$ cat src/t32c_pkg.sv
// Shared types, constants and group classifiers for the Thumb-2 32-bit word classifier.
package t32c_pkg;

    localparam int INSN_W  = 32;
    localparam int CLASS_W = 4;

    localparam logic [3:0] REG_SP = 4'hd;
    localparam logic [3:0] REG_PC = 4'hf;

    // Exact MRS encoding that is accepted; bits 11..8 (Rd) are masked off
    localparam logic [31:0] MRS_MASK  = 32'hffff_f0ff;
    localparam logic [31:0] MRS_MATCH = 32'hf3ef_8000;

    // Branch/misc group op values with a special meaning
    localparam logic [6:0] BR_OP_MSR  = 7'b0111000;
    localparam logic [6:0] BR_OP_HINT = 7'b0111010;
    localparam logic [6:0] BR_OP_MRS  = 7'b0111110;

    typedef enum logic [CLASS_W-1:0] {
        CLS_REJECT  = 4'd0,
        CLS_GENERIC = 4'd1,
        CLS_ADR_T3  = 4'd2,
        CLS_ADR_T2  = 4'd3,
        CLS_NOP     = 4'd4,
        CLS_B_T3    = 4'd5,
        CLS_B_T4    = 4'd6,
        CLS_BLX_T2  = 4'd7,
        CLS_BL_T1   = 4'd8,
        CLS_LDR_LIT = 4'd9
    } cls_t;

    typedef enum logic [3:0] {
        GRP_NONE   = 4'd0,
        GRP_MIM    = 4'd1,
        GRP_IMM    = 4'd2,
        GRP_BRANCH = 4'd3,
        GRP_LDM    = 4'd4,
        GRP_SHR    = 4'd5,
        GRP_STR    = 4'd6,
        GRP_LDR    = 4'd7,
        GRP_REG    = 4'd8,
        GRP_MUL    = 4'd9,
        GRP_MULL   = 4'd10
    } grp_t;

    // Register-field checks worked out in the first stage
    typedef struct packed {
        logic rn_sp;
        logic rn_pc;
        logic rd_sp;
        logic rd_pc;
        logic rm_sp;
        logic rm_pc;
        logic rt_sp;
        logic rt_pc;
        logic rn_eq_rt;
        logic multi_reg;
        logic rn_listed;
    } reg_flags_t;

    typedef struct packed {
        logic [INSN_W-1:0] word;
        grp_t              grp;
        reg_flags_t        flags;
    } s1_t;

    typedef struct packed {
        grp_t grp;
        cls_t res_mim;
        cls_t res_imm;
        cls_t res_branch;
        cls_t res_ldm;
        cls_t res_shr;
        cls_t res_str;
        cls_t res_ldr;
        cls_t res_reg;
        cls_t res_mul;
        cls_t res_mull;
    } s2_t;

    function automatic cls_t gen_or_rej(input logic rej);
        return rej ? CLS_REJECT : CLS_GENERIC;
    endfunction

    // Data processing, modified immediate
    function automatic cls_t cls_mim(input logic [31:0] w, input reg_flags_t f);
        logic [3:0] op;
        logic       s;
        logic       rn_bad;
        logic       rd_bad;
        cls_t       res;
        op     = w[24:21];
        s      = w[20];
        rn_bad = f.rn_sp | f.rn_pc;
        rd_bad = f.rd_sp | f.rd_pc;
        case (op) inside
            4'd0, 4'd4, 4'd8, 4'd13: res = gen_or_rej(rn_bad || (f.rd_pc && !s) || f.rd_sp);
            4'd1, 4'd10, 4'd11, 4'd14: res = gen_or_rej(rd_bad || rn_bad);
            4'd2, 4'd3:              res = gen_or_rej(rd_bad || f.rn_sp);
            default:                 res = CLS_REJECT;
        endcase
        return res;
    endfunction

    // Data processing, plain binary immediate
    function automatic cls_t cls_imm(input logic [31:0] w, input reg_flags_t f);
        logic [4:0] op;
        cls_t       res;
        op = w[24:20];
        if (f.rd_sp || f.rd_pc)
            res = CLS_REJECT;
        else if (op == 5'd0 || op == 5'd10)
        begin
            if (f.rn_pc)
                res = (op == 5'd0) ? CLS_ADR_T3 : CLS_ADR_T2;
            else
                res = CLS_GENERIC;
        end
        else if (op[2:0] == 3'd4 || (op & 5'h15) == 5'h10)
            res = gen_or_rej(f.rn_sp || f.rn_pc);
        else if (op == 5'd22)
            res = gen_or_rej(f.rn_sp);
        else
            res = CLS_REJECT;
        return res;
    endfunction

    // Branches and miscellaneous control
    function automatic cls_t cls_branch(input logic [31:0] w, input reg_flags_t f);
        logic [6:0] op;
        logic [2:0] op1;
        cls_t       res;
        op  = w[26:20];
        op1 = w[14:12];
        if (op1[0])
            res = op1[2] ? CLS_BL_T1 : CLS_B_T4;
        else if (op1[2])
            res = CLS_BLX_T2;
        else if (op == BR_OP_MSR)
            res = gen_or_rej(w[9:8] != 2'b00 || f.rn_sp || f.rn_pc);
        else if (op == BR_OP_HINT)
            res = (w[10:8] == 3'b000) ? CLS_NOP : CLS_REJECT;
        else if (op == BR_OP_MRS)
            res = gen_or_rej((w & MRS_MASK) != MRS_MATCH || f.rd_sp || f.rd_pc);
        else if (op[5:3] == 3'b111)
            res = CLS_REJECT;
        else
            res = CLS_B_T3;
        return res;
    endfunction

    // Load/store multiple
    function automatic cls_t cls_ldm(input logic [31:0] w, input reg_flags_t f);
        logic [1:0] op;
        cls_t       res;
        op = w[24:23];
        if (op == 2'd0 || op == 2'd3 || !f.multi_reg || f.rn_pc)
            res = CLS_REJECT;
        else if (w[20] && ((w[15] && w[14]) || w[13]))
            res = CLS_REJECT;
        else if (!w[20] && (w[15] || w[13]))
            res = CLS_REJECT;
        else
            res = gen_or_rej(w[21] && f.rn_listed);
        return res;
    endfunction

    // Data processing, shifted register
    function automatic cls_t cls_shr(input logic [31:0] w, input reg_flags_t f);
        logic [3:0] op;
        logic       s;
        logic       rn_bad;
        logic       rd_bad;
        logic       rm_bad;
        cls_t       res;
        op     = w[24:21];
        s      = w[20];
        rn_bad = f.rn_sp | f.rn_pc;
        rd_bad = f.rd_sp | f.rd_pc;
        rm_bad = f.rm_sp | f.rm_pc;
        case (op) inside
            4'd0, 4'd4, 4'd8, 4'd13:
                res = gen_or_rej(rn_bad || rm_bad || (f.rd_pc && !s) || f.rd_sp);
            4'd1, 4'd6, 4'd10, 4'd11, 4'd14:
                res = gen_or_rej(rd_bad || rm_bad || rn_bad);
            4'd2, 4'd3:
                res = gen_or_rej(rd_bad || rm_bad || f.rn_sp);
            default:
                res = CLS_REJECT;
        endcase
        return res;
    endfunction

    // Single store
    function automatic cls_t cls_str(input logic [31:0] w, input reg_flags_t f);
        logic [2:0] op1;
        logic [5:0] op2;
        logic       rt_rej;
        cls_t       res;
        op1    = w[23:21];
        op2    = w[11:6];
        rt_rej = (op1[1:0] == 2'd2) ? f.rt_pc : (f.rt_sp | f.rt_pc);
        if (f.rn_pc || rt_rej)
            res = CLS_REJECT;
        else if (op1 < 3'd3)
        begin
            if (op2 == 6'd0)
                res = gen_or_rej(f.rm_sp || f.rm_pc);
            else if ((op2 & 6'h24) == 6'h24 || (op2 & 6'h30) == 6'h30)
                res = gen_or_rej((!w[10] && !w[8]) || (w[8] && f.rn_eq_rt));
            else
                res = CLS_REJECT;
        end
        else if (op1 >= 3'd4 && op1 <= 3'd6)
            res = CLS_GENERIC;
        else
            res = CLS_REJECT;
        return res;
    endfunction

    // Single word load
    function automatic cls_t cls_ldr(input logic [31:0] w, input reg_flags_t f);
        logic [1:0] op1;
        logic [5:0] op2;
        logic       p;
        logic       u;
        logic       wb;
        cls_t       res;
        op1 = w[24:23];
        op2 = w[11:6];
        p   = w[10];
        u   = w[9];
        wb  = w[8];
        if (op1[1])
            res = CLS_REJECT;
        else if (f.rn_pc)
            res = f.rt_pc ? CLS_REJECT : CLS_LDR_LIT;
        else if (op1 == 2'd0 && op2 == 6'd0)
            res = gen_or_rej(f.rm_sp || f.rm_pc);
        else if (op1 == 2'd1)
            res = CLS_GENERIC;
        else if ((op2 & 6'h24) == 6'h24 || (op2 & 6'h3c) == 6'h30)
            res = gen_or_rej((!p && !wb) || (wb && f.rn_eq_rt)
                             || (p && u && !wb && (f.rt_sp || f.rt_pc)));
        else
            res = CLS_REJECT;
        return res;
    endfunction

    // Data processing, register
    function automatic cls_t cls_reg(input logic [31:0] w, input reg_flags_t f);
        logic [3:0] op1;
        logic [3:0] op2;
        logic       rd_bad;
        logic       rm_bad;
        logic       any_bad;
        cls_t       res;
        op1     = w[23:20];
        op2     = w[7:4];
        rd_bad  = f.rd_sp | f.rd_pc;
        rm_bad  = f.rm_sp | f.rm_pc;
        any_bad = rd_bad | rm_bad | f.rn_sp | f.rn_pc;
        if (w[15:12] != 4'hf)
            res = CLS_REJECT;
        else if (!op1[3] && op2 == 4'd0)
            res = gen_or_rej(any_bad);
        else if (op2[3] && op1 <= 4'd5)
            res = gen_or_rej(rd_bad || rm_bad);
        else if (op1[3] && !op2[3])
            res = gen_or_rej(op2[1:0] == 2'd3 || op1[1:0] == 2'd3 || any_bad);
        else if (op1[3:2] == 2'd2 && op2[3:2] == 2'd2)
            res = gen_or_rej((op1[1] && op2[1:0] != 2'd0) || any_bad);
        else
            res = CLS_REJECT;
        return res;
    endfunction

    // Multiply and multiply-accumulate
    function automatic cls_t cls_mul(input logic [31:0] w, input reg_flags_t f);
        logic [4:0] op12;
        cls_t       res;
        op12 = {w[22:20], w[5:4]};
        if (w[7:6] != 2'd0 || f.rn_pc || f.rm_pc || f.rt_pc || f.rd_pc)
            res = CLS_REJECT;
        else if (((op12 & 5'h1c) == 5'h04 || !op12[1]) && op12 != 5'h1d)
            res = CLS_GENERIC;
        else
            res = CLS_REJECT;
        return res;
    endfunction

    // Long multiply and divide
    function automatic cls_t cls_mull(input logic [31:0] w, input reg_flags_t f);
        logic [6:0] op12;
        cls_t       res;
        op12 = {w[22:20], w[7:4]};
        if (f.rn_pc || f.rm_pc || f.rt_pc || f.rd_pc)
            res = CLS_REJECT;
        else if ((op12 & 7'h6e) == 7'h46 || op12 == 7'h66 || (op12 & 7'h7c) == 7'h48
                 || (op12 & 7'h1f) == 7'h00 || (op12 & 7'h5f) == 7'h1f)
            res = CLS_GENERIC;
        else
            res = CLS_REJECT;
        return res;
    endfunction

endpackage

$ cat src/t32c_if.sv
// Valid/ready channel interfaces for the instruction and result words.
interface t32c_insn_if;
    import t32c_pkg::*;

    logic              valid;
    logic              ready;
    logic [INSN_W-1:0] instruction;

    modport source (output valid, output instruction, input ready);
    modport sink (input valid, input instruction, output ready);
endinterface

interface t32c_class_if;
    import t32c_pkg::*;

    logic               valid;
    logic               ready;
    logic [CLASS_W-1:0] template_class;

    modport source (output valid, output template_class, input ready);
    modport sink (input valid, input template_class, output ready);
endinterface

$ cat src/t32c_predecode.sv
// First stage: encoding group select and register-field checks.
module t32c_predecode (
    input  logic                       clk,
    input  logic                       rst_n,
    input  logic                       in_valid,
    output logic                       in_ready,
    input  logic [t32c_pkg::INSN_W-1:0] word,
    output logic                       out_valid,
    input  logic                       out_ready,
    output t32c_pkg::s1_t              out_data
);
    import t32c_pkg::*;

    logic       valid_reg;
    s1_t        data_reg;
    s1_t        data_next;
    grp_t       grp;
    logic [6:0] op2;
    logic [15:0] regs;

    assign op2  = word[26:20];
    assign regs = word[15:0];

    always_comb
    begin
        grp = GRP_NONE;
        if (word[31:29] == 3'b111)
        begin
            unique case (word[28:27])
                2'b01:
                begin
                    if (op2[6])
                        grp = GRP_NONE;
                    else if (op2[6:5] == 2'b01)
                        grp = GRP_SHR;
                    else if ((op2 & 7'h64) == 7'h00)
                        grp = GRP_LDM;
                    else
                        grp = GRP_NONE;
                end
                2'b10:
                begin
                    if (word[15])
                        grp = GRP_BRANCH;
                    else
                        grp = op2[5] ? GRP_IMM : GRP_MIM;
                end
                2'b11:
                begin
                    if ((op2 & 7'h71) == 7'h00)
                        grp = GRP_STR;
                    else if ((op2 & 7'h67) == 7'h05)
                        grp = GRP_LDR;
                    else if ((op2 & 7'h70) == 7'h20)
                        grp = GRP_REG;
                    else if ((op2 & 7'h78) == 7'h30)
                        grp = GRP_MUL;
                    else if ((op2 & 7'h78) == 7'h38)
                        grp = GRP_MULL;
                    else
                        grp = GRP_NONE;
                end
                default:
                    grp = GRP_NONE;
            endcase
        end
    end

    always_comb
    begin
        data_next.word            = word;
        data_next.grp             = grp;
        data_next.flags.rn_sp     = (word[19:16] == REG_SP);
        data_next.flags.rn_pc     = (word[19:16] == REG_PC);
        data_next.flags.rd_sp     = (word[11:8] == REG_SP);
        data_next.flags.rd_pc     = (word[11:8] == REG_PC);
        data_next.flags.rm_sp     = (word[3:0] == REG_SP);
        data_next.flags.rm_pc     = (word[3:0] == REG_PC);
        data_next.flags.rt_sp     = (word[15:12] == REG_SP);
        data_next.flags.rt_pc     = (word[15:12] == REG_PC);
        data_next.flags.rn_eq_rt  = (word[19:16] == word[15:12]);
        // two or more bits set: clearing the lowest one leaves something
        data_next.flags.multi_reg = (regs & (regs - 16'd1)) != 16'd0;
        data_next.flags.rn_listed = regs[word[19:16]];
    end

    assign in_ready  = !valid_reg || out_ready;
    assign out_valid = valid_reg;
    assign out_data  = data_reg;

    always_ff @(posedge clk or negedge rst_n)
    begin
        if (!rst_n)
            valid_reg <= 1'b0;
        else if (in_ready)
            valid_reg <= in_valid;
    end

    always_ff @(posedge clk)
    begin
        if (in_valid && in_ready)
            data_reg <= data_next;
    end

endmodule

$ cat src/t32c_group_eval.sv
// Second stage: classify the word under every encoding group in parallel.
module t32c_group_eval (
    input  logic          clk,
    input  logic          rst_n,
    input  logic          in_valid,
    output logic          in_ready,
    input  t32c_pkg::s1_t in_data,
    output logic          out_valid,
    input  logic          out_ready,
    output t32c_pkg::s2_t out_data
);
    import t32c_pkg::*;

    logic valid_reg;
    s2_t  data_reg;
    s2_t  data_next;

    always_comb
    begin
        data_next.grp        = in_data.grp;
        data_next.res_mim    = cls_mim(in_data.word, in_data.flags);
        data_next.res_imm    = cls_imm(in_data.word, in_data.flags);
        data_next.res_branch = cls_branch(in_data.word, in_data.flags);
        data_next.res_ldm    = cls_ldm(in_data.word, in_data.flags);
        data_next.res_shr    = cls_shr(in_data.word, in_data.flags);
        data_next.res_str    = cls_str(in_data.word, in_data.flags);
        data_next.res_ldr    = cls_ldr(in_data.word, in_data.flags);
        data_next.res_reg    = cls_reg(in_data.word, in_data.flags);
        data_next.res_mul    = cls_mul(in_data.word, in_data.flags);
        data_next.res_mull   = cls_mull(in_data.word, in_data.flags);
    end

    assign in_ready  = !valid_reg || out_ready;
    assign out_valid = valid_reg;
    assign out_data  = data_reg;

    always_ff @(posedge clk or negedge rst_n)
    begin
        if (!rst_n)
            valid_reg <= 1'b0;
        else if (in_ready)
            valid_reg <= in_valid;
    end

    always_ff @(posedge clk)
    begin
        if (in_valid && in_ready)
            data_reg <= data_next;
    end

endmodule

$ cat src/t32c_select.sv
// Third stage: pick the class of the decoded group into the output register.
module t32c_select (
    input  logic                         clk,
    input  logic                         rst_n,
    input  logic                         in_valid,
    output logic                         in_ready,
    input  t32c_pkg::s2_t                in_data,
    output logic                         out_valid,
    input  logic                         out_ready,
    output logic [t32c_pkg::CLASS_W-1:0] out_class
);
    import t32c_pkg::*;

    logic valid_reg;
    cls_t class_reg;
    cls_t class_next;

    always_comb
    begin
        unique case (in_data.grp)
            GRP_MIM:    class_next = in_data.res_mim;
            GRP_IMM:    class_next = in_data.res_imm;
            GRP_BRANCH: class_next = in_data.res_branch;
            GRP_LDM:    class_next = in_data.res_ldm;
            GRP_SHR:    class_next = in_data.res_shr;
            GRP_STR:    class_next = in_data.res_str;
            GRP_LDR:    class_next = in_data.res_ldr;
            GRP_REG:    class_next = in_data.res_reg;
            GRP_MUL:    class_next = in_data.res_mul;
            GRP_MULL:   class_next = in_data.res_mull;
            default:    class_next = CLS_REJECT;
        endcase
    end

    assign in_ready  = !valid_reg || out_ready;
    assign out_valid = valid_reg;
    assign out_class = class_reg;

    always_ff @(posedge clk or negedge rst_n)
    begin
        if (!rst_n)
            valid_reg <= 1'b0;
        else if (in_ready)
            valid_reg <= in_valid;
    end

    always_ff @(posedge clk)
    begin
        if (in_valid && in_ready)
            class_reg <= class_next;
    end

endmodule

$ cat src/thumb32_instruction_classifier.sv
// Each word passes through three registered stages, predecode, group evaluation and
// select, before its class shows on the result channel. Throughput: one word per
// cycle while the result channel is ready; each of the three stages holds one word.
// A stage passes its word on when the next one is empty or draining, so a
// stalled result channel backs the pipeline up one stage at a time.
// Reset clears the stage valid bits only; the stage data registers are not reset.
module thumb32_instruction_classifier (
    input logic         clk,
    input logic         rst_n,
    t32c_insn_if.sink   insn,
    t32c_class_if.source result
);
    import t32c_pkg::*;

    logic s1_valid;
    logic s1_ready;
    s1_t  s1_data;
    logic s2_valid;
    logic s2_ready;
    s2_t  s2_data;

    t32c_predecode u_predecode (
        .clk       (clk),
        .rst_n     (rst_n),
        .in_valid  (insn.valid),
        .in_ready  (insn.ready),
        .word      (insn.instruction),
        .out_valid (s1_valid),
        .out_ready (s1_ready),
        .out_data  (s1_data)
    );

    t32c_group_eval u_group_eval (
        .clk       (clk),
        .rst_n     (rst_n),
        .in_valid  (s1_valid),
        .in_ready  (s1_ready),
        .in_data   (s1_data),
        .out_valid (s2_valid),
        .out_ready (s2_ready),
        .out_data  (s2_data)
    );

    t32c_select u_select (
        .clk       (clk),
        .rst_n     (rst_n),
        .in_valid  (s2_valid),
        .in_ready  (s2_ready),
        .in_data   (s2_data),
        .out_valid (result.valid),
        .out_ready (result.ready),
        .out_class (result.template_class)
    );

`ifndef ASSERT_OFF
    a_s1_hold: assert property (@(posedge clk) disable iff (!rst_n)
        s1_valid && !s1_ready |=> s1_valid && $stable(s1_data))
        else $error("stage 1 word changed while stalled");

    a_s2_hold: assert property (@(posedge clk) disable iff (!rst_n)
        s2_valid && !s2_ready |=> s2_valid && $stable(s2_data))
        else $error("stage 2 word changed while stalled");

    a_accept_fills: assert property (@(posedge clk) disable iff (!rst_n)
        insn.valid && insn.ready |=> s1_valid)
        else $error("accepted word did not reach stage 1");

    a_s2_advance: assert property (@(posedge clk) disable iff (!rst_n)
        s2_valid && s2_ready |=> result.valid)
        else $error("stage 2 word did not reach the result register");

    a_class_range: assert property (@(posedge clk) disable iff (!rst_n)
        result.valid |-> result.template_class <= CLS_LDR_LIT)
        else $error("result class out of range");
`endif

endmodule

$ cat src/flat_wrapper.sv
// flat-port wrapper written by rule: the top's interface ports become plain ports
module thumb32_instruction_classifier_flat import t32c_pkg::*;
  (clk, rst_n, insn_valid, insn_instruction, insn_ready, result_valid, result_template_class, result_ready);
  t32c_insn_if insn_i ();
  t32c_class_if result_i ();
  input logic clk;
  input logic rst_n;
  input wire logic [$bits(insn_i.valid)-1:0] insn_valid;
  input wire logic [$bits(insn_i.instruction)-1:0] insn_instruction;
  output wire logic [$bits(insn_i.ready)-1:0] insn_ready;
  output wire logic [$bits(result_i.valid)-1:0] result_valid;
  output wire logic [$bits(result_i.template_class)-1:0] result_template_class;
  input wire logic [$bits(result_i.ready)-1:0] result_ready;
  assign insn_i.valid = insn_valid;
  assign insn_i.instruction = insn_instruction;
  assign insn_ready = insn_i.ready;
  assign result_valid = result_i.valid;
  assign result_template_class = result_i.template_class;
  assign result_i.ready = result_ready;
  thumb32_instruction_classifier u_core (.clk(clk), .rst_n(rst_n), .insn(insn_i), .result(result_i));
endmodule
$ cat config.mk
export PLATFORM = sky130hd
export DESIGN_NAME = thumb32_instruction_classifier_flat
export DESIGN_NICKNAME = d
export VERILOG_FILES = /design/src/t32c_pkg.sv /design/src/t32c_if.sv /design/src/t32c_predecode.sv /design/src/t32c_group_eval.sv /design/src/t32c_select.sv /design/src/thumb32_instruction_classifier.sv /design/src/flat_wrapper.sv
export SDC_FILE = /design/constraint.sdc
export NUM_CORES = 1
export LEC_CHECK = 0
export BUFFER_PORTS_ARGS = -buffer_cell sky130_fd_sc_hd__buf_2
export CAP_MARGIN = 15
export CORE_ASPECT_RATIO = 1.2
export CORE_MARGIN = 1.5
export CORE_UTILIZATION = 58
export DETAILED_ROUTE_END_ITERATION = 8
export PLACE_DENSITY = 0.79
export SYNTH_ARGS = -nofsm -noshare
export SYNTH_HDL_FRONTEND = slang
export SYNTH_SLANG_ARGS = --single-unit
$ cat constraint.sdc
create_clock -name clk -period 2.4 [get_ports clk]
set_input_delay 0.36 -clock clk [delete_from_list [all_inputs] [get_ports clk]]
set_output_delay 0.36 -clock clk [all_outputs]
set_load 0.01 [all_outputs]
==> metrics.yaml, run 1 <==
run_status:
  status: "finished clean"
finish:
  final_area_um2: 4120
  areaGrowthSynthToFinish_pct: 13.9
  fin_util_pct: 68.1
  layout.nets: 379
  antenna_cells: 0
  drive_above_1_share_pct: 20.6
sta:
  fmax_ghz: 0.505
  skew_ns: 0.00862
  setup_ws_ns: 0.422
  tightest_slew_ns: 0.780
  tns_ns: 0
  period_share_pct: 82.4
  rsz0062_at_grt: "no"
  fin_worst_hold_slack_ns: 0.192
  finalMaxSlewViolations: 0
  fin_crit_ns: 1.98
  setup_viol: 0
  relSlewSlack_pct: 48.0
  finalHoldViolations: 0
clock_network:
  clock_latency_ns: 0.35
  h-tree-depth: 3
  cts_buffers: 9
  cts_sinks: 73
  cts_tree: "built"
  clk_pin_slew_worst_paths_ns: 0.08
  cts.path.max_buffers: 2
  postCtsResizedCells: 0
  clockRootBuffer: "clkbuf_8"
global_routing:
  grt_pass1_vias: 2480
  grt_max_degree: 48
  grt_use_total_pct: 23.9
  overflow: 0
  antenna_found_initial: 0
  grt_pass1_wl_um: 11500
yosys:
  synth_cell_types: 55
  synth_top_cell_by_area: "edfxtp_1"
  netlist_area_um2: 3620
  synth_top_flop_cell: "edfxtp_1"
  synth_xor_area_share_pct: 1.45
  synthCells: 296
  synth_edf_count: 70
  synthTopCellsByArea: "edfxtp_1 58%, mux4_2 3.1%, nor2_1 3.0%, a21oi_1 2.5%, dfrtp_1 2.1%"
  synth_top_family_by_area: "simple AND/OR/NAND/NOR gates"
  ys_async_sr_fraction_pct: 4.11
  synth_mux_area_share_pct: 4.98
  synth.yosys.seq_area_share_pct: 60.1
  synth_top_area_share_pct: 58.1
  synth_simple_gate_area_share_pct: 18.3
  avgSynthCellArea_um2: 12.2
  synth.net_count: 336
  synth_compound_area_share_pct: 10.6
  synth-seq-cells: 73
  ys_warn_count: 0
  synth-adder-area-share_pct: 1.94
power:
  p_comb_share_pct: 10.4
  p_leak_nw: 1.48
  power_frac_clock_pct: 35.8
  p_seq_share_pct: 53.8
  p_sw_share_pct: 24.2
  internal_power_mw: 2.24
  power_switching_mw: 0.714
  power.density_nw_per_um2: 716
  irDropWorstVdd_v: 0.000501
floorplan:
  die_h_um: 89.5
  ios: 42
  rows: 31
  start_util_pct: 59.8
  die_w_um: 75.1
  coreArea_um2: 6050
  dieArea_um2: 6730
route:
  wl_per_cell_um: 16.6
  routed-via-count: 2595
  drt_iter0_drc: 165
  drc: 0
  ant_nets: 0
  routed_wl_um: 7050
  drt-pass1-iter-count: 5
  routed_via_density: 6.09
critical_path:
  r2r_start: "u_core.u_predecode.out_data[22]$_DFFE_PP_"
  cp_max_fo: 9
  endpoint_kind: "register"
  critPathLaunchType: "register"
  cp.arrival_ns: 2.14
  reg2regPathDepth: 5
  crit_start: "u_core.u_predecode.out_data[22]$_DFFE_PP_"
  crit_required_ns: 2.56
  setup.worst_path.class: "reg -> reg"
placed_design:
  gp_congestion: 0.899
  hpwlAfterDp_um: 5330
  port_buffers: 41
  dpl-instance-area_um2: 3880
  dpl_worst_slack_ns: 0.457
min_path:
  min_path_type: "in -> reg"
  hold_path_depth: 1
  min_from: "insn_instruction[21]"
flow_run:
  max_cap_violations: 0
worst paths after layout:
| path | endpoint | slack [ns] |
|---|---|---|
| max | u_core.u_group_eval.out_data[8]$_SDFFCE_PP0P_ | 0.42 |
| min | u_core.u_predecode.out_data[36]$_DFFE_PP_ | 0.19 |
| max reg2reg | u_core.u_group_eval.out_data[8]$_SDFFCE_PP0P_ | 0.42 |
| min reg2reg | u_core.u_group_eval.out_data[43]$_DFFE_PP_ | 0.43 |
| max in group asynchronous | u_core.u_predecode.out_valid$_DFFE_PN0N_ | 1.97 |
| min in group asynchronous | u_core.u_group_eval.out_valid$_DFFE_PN0P_ | 0.32 |
state kept, by name, indices dropped and copies added, names as in the netlist:
name,flops
u_core.u_group_eval.out_valid,1
u_core.u_select.out_class,4
u_core.u_select.out_valid,1
u_core.u_predecode.out_valid,1
u_core.u_group_eval.out_data,19
u_core.u_predecode.out_data,47
power groups by stage:
stage               Sequential (mW)  Clock [mW]  Combinational (mW)
floorplan                      1.58           0               0.210
global placement               1.61           0               0.292
detailed placement             1.61           0               0.303
CTS                            1.59        1.07               0.306
global route                   1.60        1.14               0.340
finish                         1.59        1.06               0.307
critical path, stage by stage, from the launching register on:
cell and delay, ns:
edfxtp_1 0.52, nor4_1 0.68, a22oi_1 0.14, nor2_1 0.13, a31oi_1 0.05, nor3_1 0.27
synth_stat cells, types with 6 or more instances:
cell type   n
o21ai_0    10
nor3_1      8
nor2b_1    11
a31oi_1     8
nor4_1      6
nand2_1    15
edfxtp_1   70
nor2_1     29
o21ai_1     6
nand3_1    11
xor2_1      6
a21oi_1    18
clkbuf_1    8
inv_1      10
layer usage:
metal / GRT usage, % / wire length, um / vias to the layer above
met5: 0 / 0 / -
met4: 14.2 / 349 / 0
met3: 5.41 / 339 / 34
met2: 41.9 / 3730 / 111
met1: 26.2 / 2640 / 1221
li1: - / - / 1229
logic make-up after synthesis:
| logic type | after synthesis |
|---|---|
| multiplexers | 10 |
| AND/OR/NAND/NOR | 117 |
| adder cells (fa/ha/maj) | 6 |
| flip-flops | 73 |
| XOR/XNOR | 6 |
| buffers and inverters | 22 |
| AO/OA/AOI/OAI | 62 |
what timing repair did:
item                                   in CTS  in global routing
setup buffers                               0                  0
endpoints found under the hold margin       3                  0
hold buffers                                1                  0
setup endpoints to repair                   0                  0
cell type report:
class / instances / area, um^2
Sequential cell: 73 / 2180
Fill cell: 459 / 1930
Multi-Input combinational cell: 201 / 1350
Timing Repair Buffer: 43 / 223
Clock buffer: 9 / 124
Clock inverter: 7 / 104
Tap cell: 82 / 103
Inverter: 11 / 41.3
through the flow:
| stage | total power [mW] | cells |
|---|---|---|
| floorplan | 1.79 | 296 |
| global placement | 1.90 | 409 |
| detailed placement | 1.92 | 409 |
| CTS | 2.96 | 426 |
| global route | 3.08 | 426 |
| finish | 2.95 | 426 |
layout by cell type (no fill, tap or decap), drive strengths merged, types with 8 or more instances in the layout:
master	netlist	final
a21oi	18	18
a31oi	8	8
buf	3	42
clkbuf	8	9
edfxtp	70	70
inv	11	12
nand2	15	15
nand3	11	11
nor2	29	29
nor2b	11	11
nor3	8	8
nor4	9	9
o21ai	16	16
(Power assumes the default switching activity.)
==> run 2: changes to the inputs <==
ABC_AREA = 1   (was not set)
CORE_UTILIZATION = 53   (was 58)
PLACE_DENSITY = 0.76   (was 0.79)
clock period = 1.7 ns   (was 2.4 ns; I/O delays follow)
==> metrics.yaml, run 2 <==
finish:
  layout_common_cells: "97 x nand2_1, 70 x edfxtp_1, 59 x nor2_1, 56 x inv_1, 41 x buf_2"
  finalNonFillerCells: 582
  areaGrowthSynthToFinish_pct: 17.4
  drive_above_1_share_pct: 18.8
  layout.nets: 530
  largest_reg_flops: 47
  fin_util_pct: 64.7
  layout_commonest_cell: "nand2_1"
  antenna_cells: 0
yosys:
  synth_cell_types: 34
  synth.net_count: 467
  synth.yosys.seq_area_share_pct: 57.3
  synth_top_area_share_pct: 55.3
  yosysMostFrequentCell: "nand2_1"
  ys_warn_count: 0
  ys_async_sr_fraction_pct: 4.11
  synth_top_flop_cell: "edfxtp_1"
  netlist_area_um2: 3800
  synth_commonest_cells: "99 x nand2_1, 70 x edfxtp_1, 60 x nor2_1, 57 x inv_1, 30 x nand3_1"
  avgSynthCellArea_um2: 8.90
  synth_edf_count: 70
  synthTopCellsByArea: "edfxtp_1 55%, nand2_1 9.8%, nor2_1 5.9%, inv_1 5.6%, nand3_1 3.9%"
  synth-seq-cells: 73
  synthCells: 427
  synth_top_cell_by_area: "edfxtp_1"
sta:
  fmax_ghz: 0.627
  skew_ns: 0.0111
  setup_viol: 0
  fin_crit_ns: 1.59
  tightest_slew_ns: 0.450
  period_share_pct: 93.8
  finalHoldViolations: 0
  finalMaxSlewViolations: 0
  relSlewSlack_pct: 70.0
power:
  irDropWorstVdd_v: 0.000783
  power_switching_mw: 1.23
  p_comb_share_pct: 15.6
  p_seq_share_pct: 51.6
  internal_power_mw: 3.33
  power_frac_clock_pct: 32.8
  p_sw_share_pct: 27.0
  p_leak_nw: 1.92
  power.density_nw_per_um2: 1020
clock_network:
  clk_pin_slew_worst_paths_ns: 0.08
  cts_sinks: 73
  cts.path.max_buffers: 2
  clock_latency_ns: 0.35
  h-tree-depth: 3
  clockRootBuffer: "clkbuf_8"
  cts_tree: "built"
  cts_buffers: 9
route:
  ant_nets: 0
  wl_per_cell_um: 14.5
  drc: 0
  routed-via-count: 3100
  drt-pass1-iter-count: 6
  drt_iter0_drc: 226
  routed_via_density: 5.33
  routed_wl_um: 8440
min_path:
  min_path_type: "in -> reg"
  min_from: "insn_instruction[21]"
  hold_path_depth: 1
critical_path:
  crit_chain: "inv_1 -> ha_1 -> nor2_1 -> nand3_1 -> o2111ai_1 -> or2_2 -> nand2_1"
  cp.arrival_ns: 1.81
  path_depth: 7
  cp_max_fo: 5
  cpMaxStageDelayCell: "edfxtp_1"
  regToRegSetupSlack_ns: 0.11
  critPathTopFamily: "simple AND/OR/NAND/NOR gates"
  crit_start: "u_core.u_predecode.out_data[38]$_DFFE_PP_"
  endpoint_kind: "register"
  r2r_start: "u_core.u_predecode.out_data[38]$_DFFE_PP_"
  cpPeakStageDelay_ns: 0.42
  setup.worst_path.class: "reg -> reg"
  critPathLaunchType: "register"
  reg2regPathDepth: 7
  cp_num_buf_inv: 1
  crit_required_ns: 1.92
global_routing:
  grt_pass1_vias: 2988
  antenna_found_initial: 0
  grt_pass1_wl_um: 13700
  grt_max_degree: 48
  overflow: 0
  grt_use_total_pct: 24.0
floorplan:
  coreArea_um2: 6900
  start_util_pct: 55.1
  dieArea_um2: 7690
  die_h_um: 95.8
  ios: 42
  die_w_um: 80.3
  rows: 33
run_status:
  status: "finished clean"
placed_design:
  port_buffers: 41
  gp_congestion: 0.933
  hpwlAfterDp_um: 6590
  placedCellCount: 562
flow_run:
  max_cap_violations: 0
## run 2: cell types whose count changed after synthesis, moves of 6 or more
cell	previous run	this run
inv_1	10	57
nand2_1	15	99
xor2_1	6	0
nor2b_1	11	0
clkbuf_1	8	0
nand3_1	11	30
nor2_1	29	60
## run 2: final cells by class
class / count / area [um^2]
Inverter: 61 / 233
Sequential cell: 73 / 2180
Fill cell: 578 / 2430
Tap cell: 87 / 109
Multi-Input combinational cell: 289 / 1390
Clock buffer: 9 / 124
Clock inverter: 7 / 103
Timing Repair Buffer: 56 / 333
## run 2: what timing repair did
| item | in CTS | in global routing |
|---|---|---|
| resized for setup | 0 | 1 |
| hold buffers | 1 | 0 |
| setup buffers | 0 | 3 |
| setup endpoints to repair | 0 | 3 |
| endpoints found under the hold margin | 3 | 0 |
## run 2: worst paths after layout
check / to
worst min-delay path: u_core.u_predecode.out_data[36]$_DFFE_PP_
worst max-delay path: u_core.u_group_eval.out_data[20]$_DFFE_PP_
worst min register to register: u_core.u_group_eval.out_data[41]$_DFFE_PP_
worst max register to register: u_core.u_group_eval.out_data[20]$_DFFE_PP_
max in group asynchronous: u_core.u_group_eval.out_valid$_DFFE_PN0P_
min in group asynchronous: u_core.u_select.out_valid$_DFFE_PN0P_
## run 2: cells by family (layout without fill, tap and decap cells)
group                    count (synthesis)  in the layout  share of synthesized area, %
AO/OA/AOI/OAI                           54             54                          8.19
buffers and inverters                   65            133                          6.61
flip-flops                              73             73                          57.3
AND/OR/NAND/NOR                        231            231                          26.6
adder cells (fa/ha/maj)                  4              4                          1.32
## run 2: per-layer routing
layer	GRT usage, %	part of all wire [%]
met4	12.6	3.2
met2	44.0	53
met5	0	0
met3	3.22	3.4
met1	27.0	41
## run 2: metrics by stage
step           setup slack (ns)  hold slack, ns  power, mW  instance area, um^2  TNS (ns)
2_1_floorplan            -0.122         -0.0406       2.80                 3810     -5.75
3_3_place_gp              0.117          0.0513       3.07                 4200         0
3_5_place_dp             0.0813          0.0554       3.09                 4200         0
4_1_cts                  0.0685          0.0845       4.58                 4440         0
5_1_grt                -0.00124          0.0893       4.77                 4460  -0.00124
6_report                  0.106          0.0984       4.56                 4460         0
## run 2: power by group through the flow
stage / logic (mW) / clock network [mW] / registers (mW)
global route: 0.798 / 1.59 / 2.38
global placement: 0.680 / 0 / 2.39
floorplan: 0.425 / 0 / 2.37
CTS: 0.698 / 1.53 / 2.36
detailed placement: 0.693 / 0 / 2.40
finish: 0.711 / 1.50 / 2.36
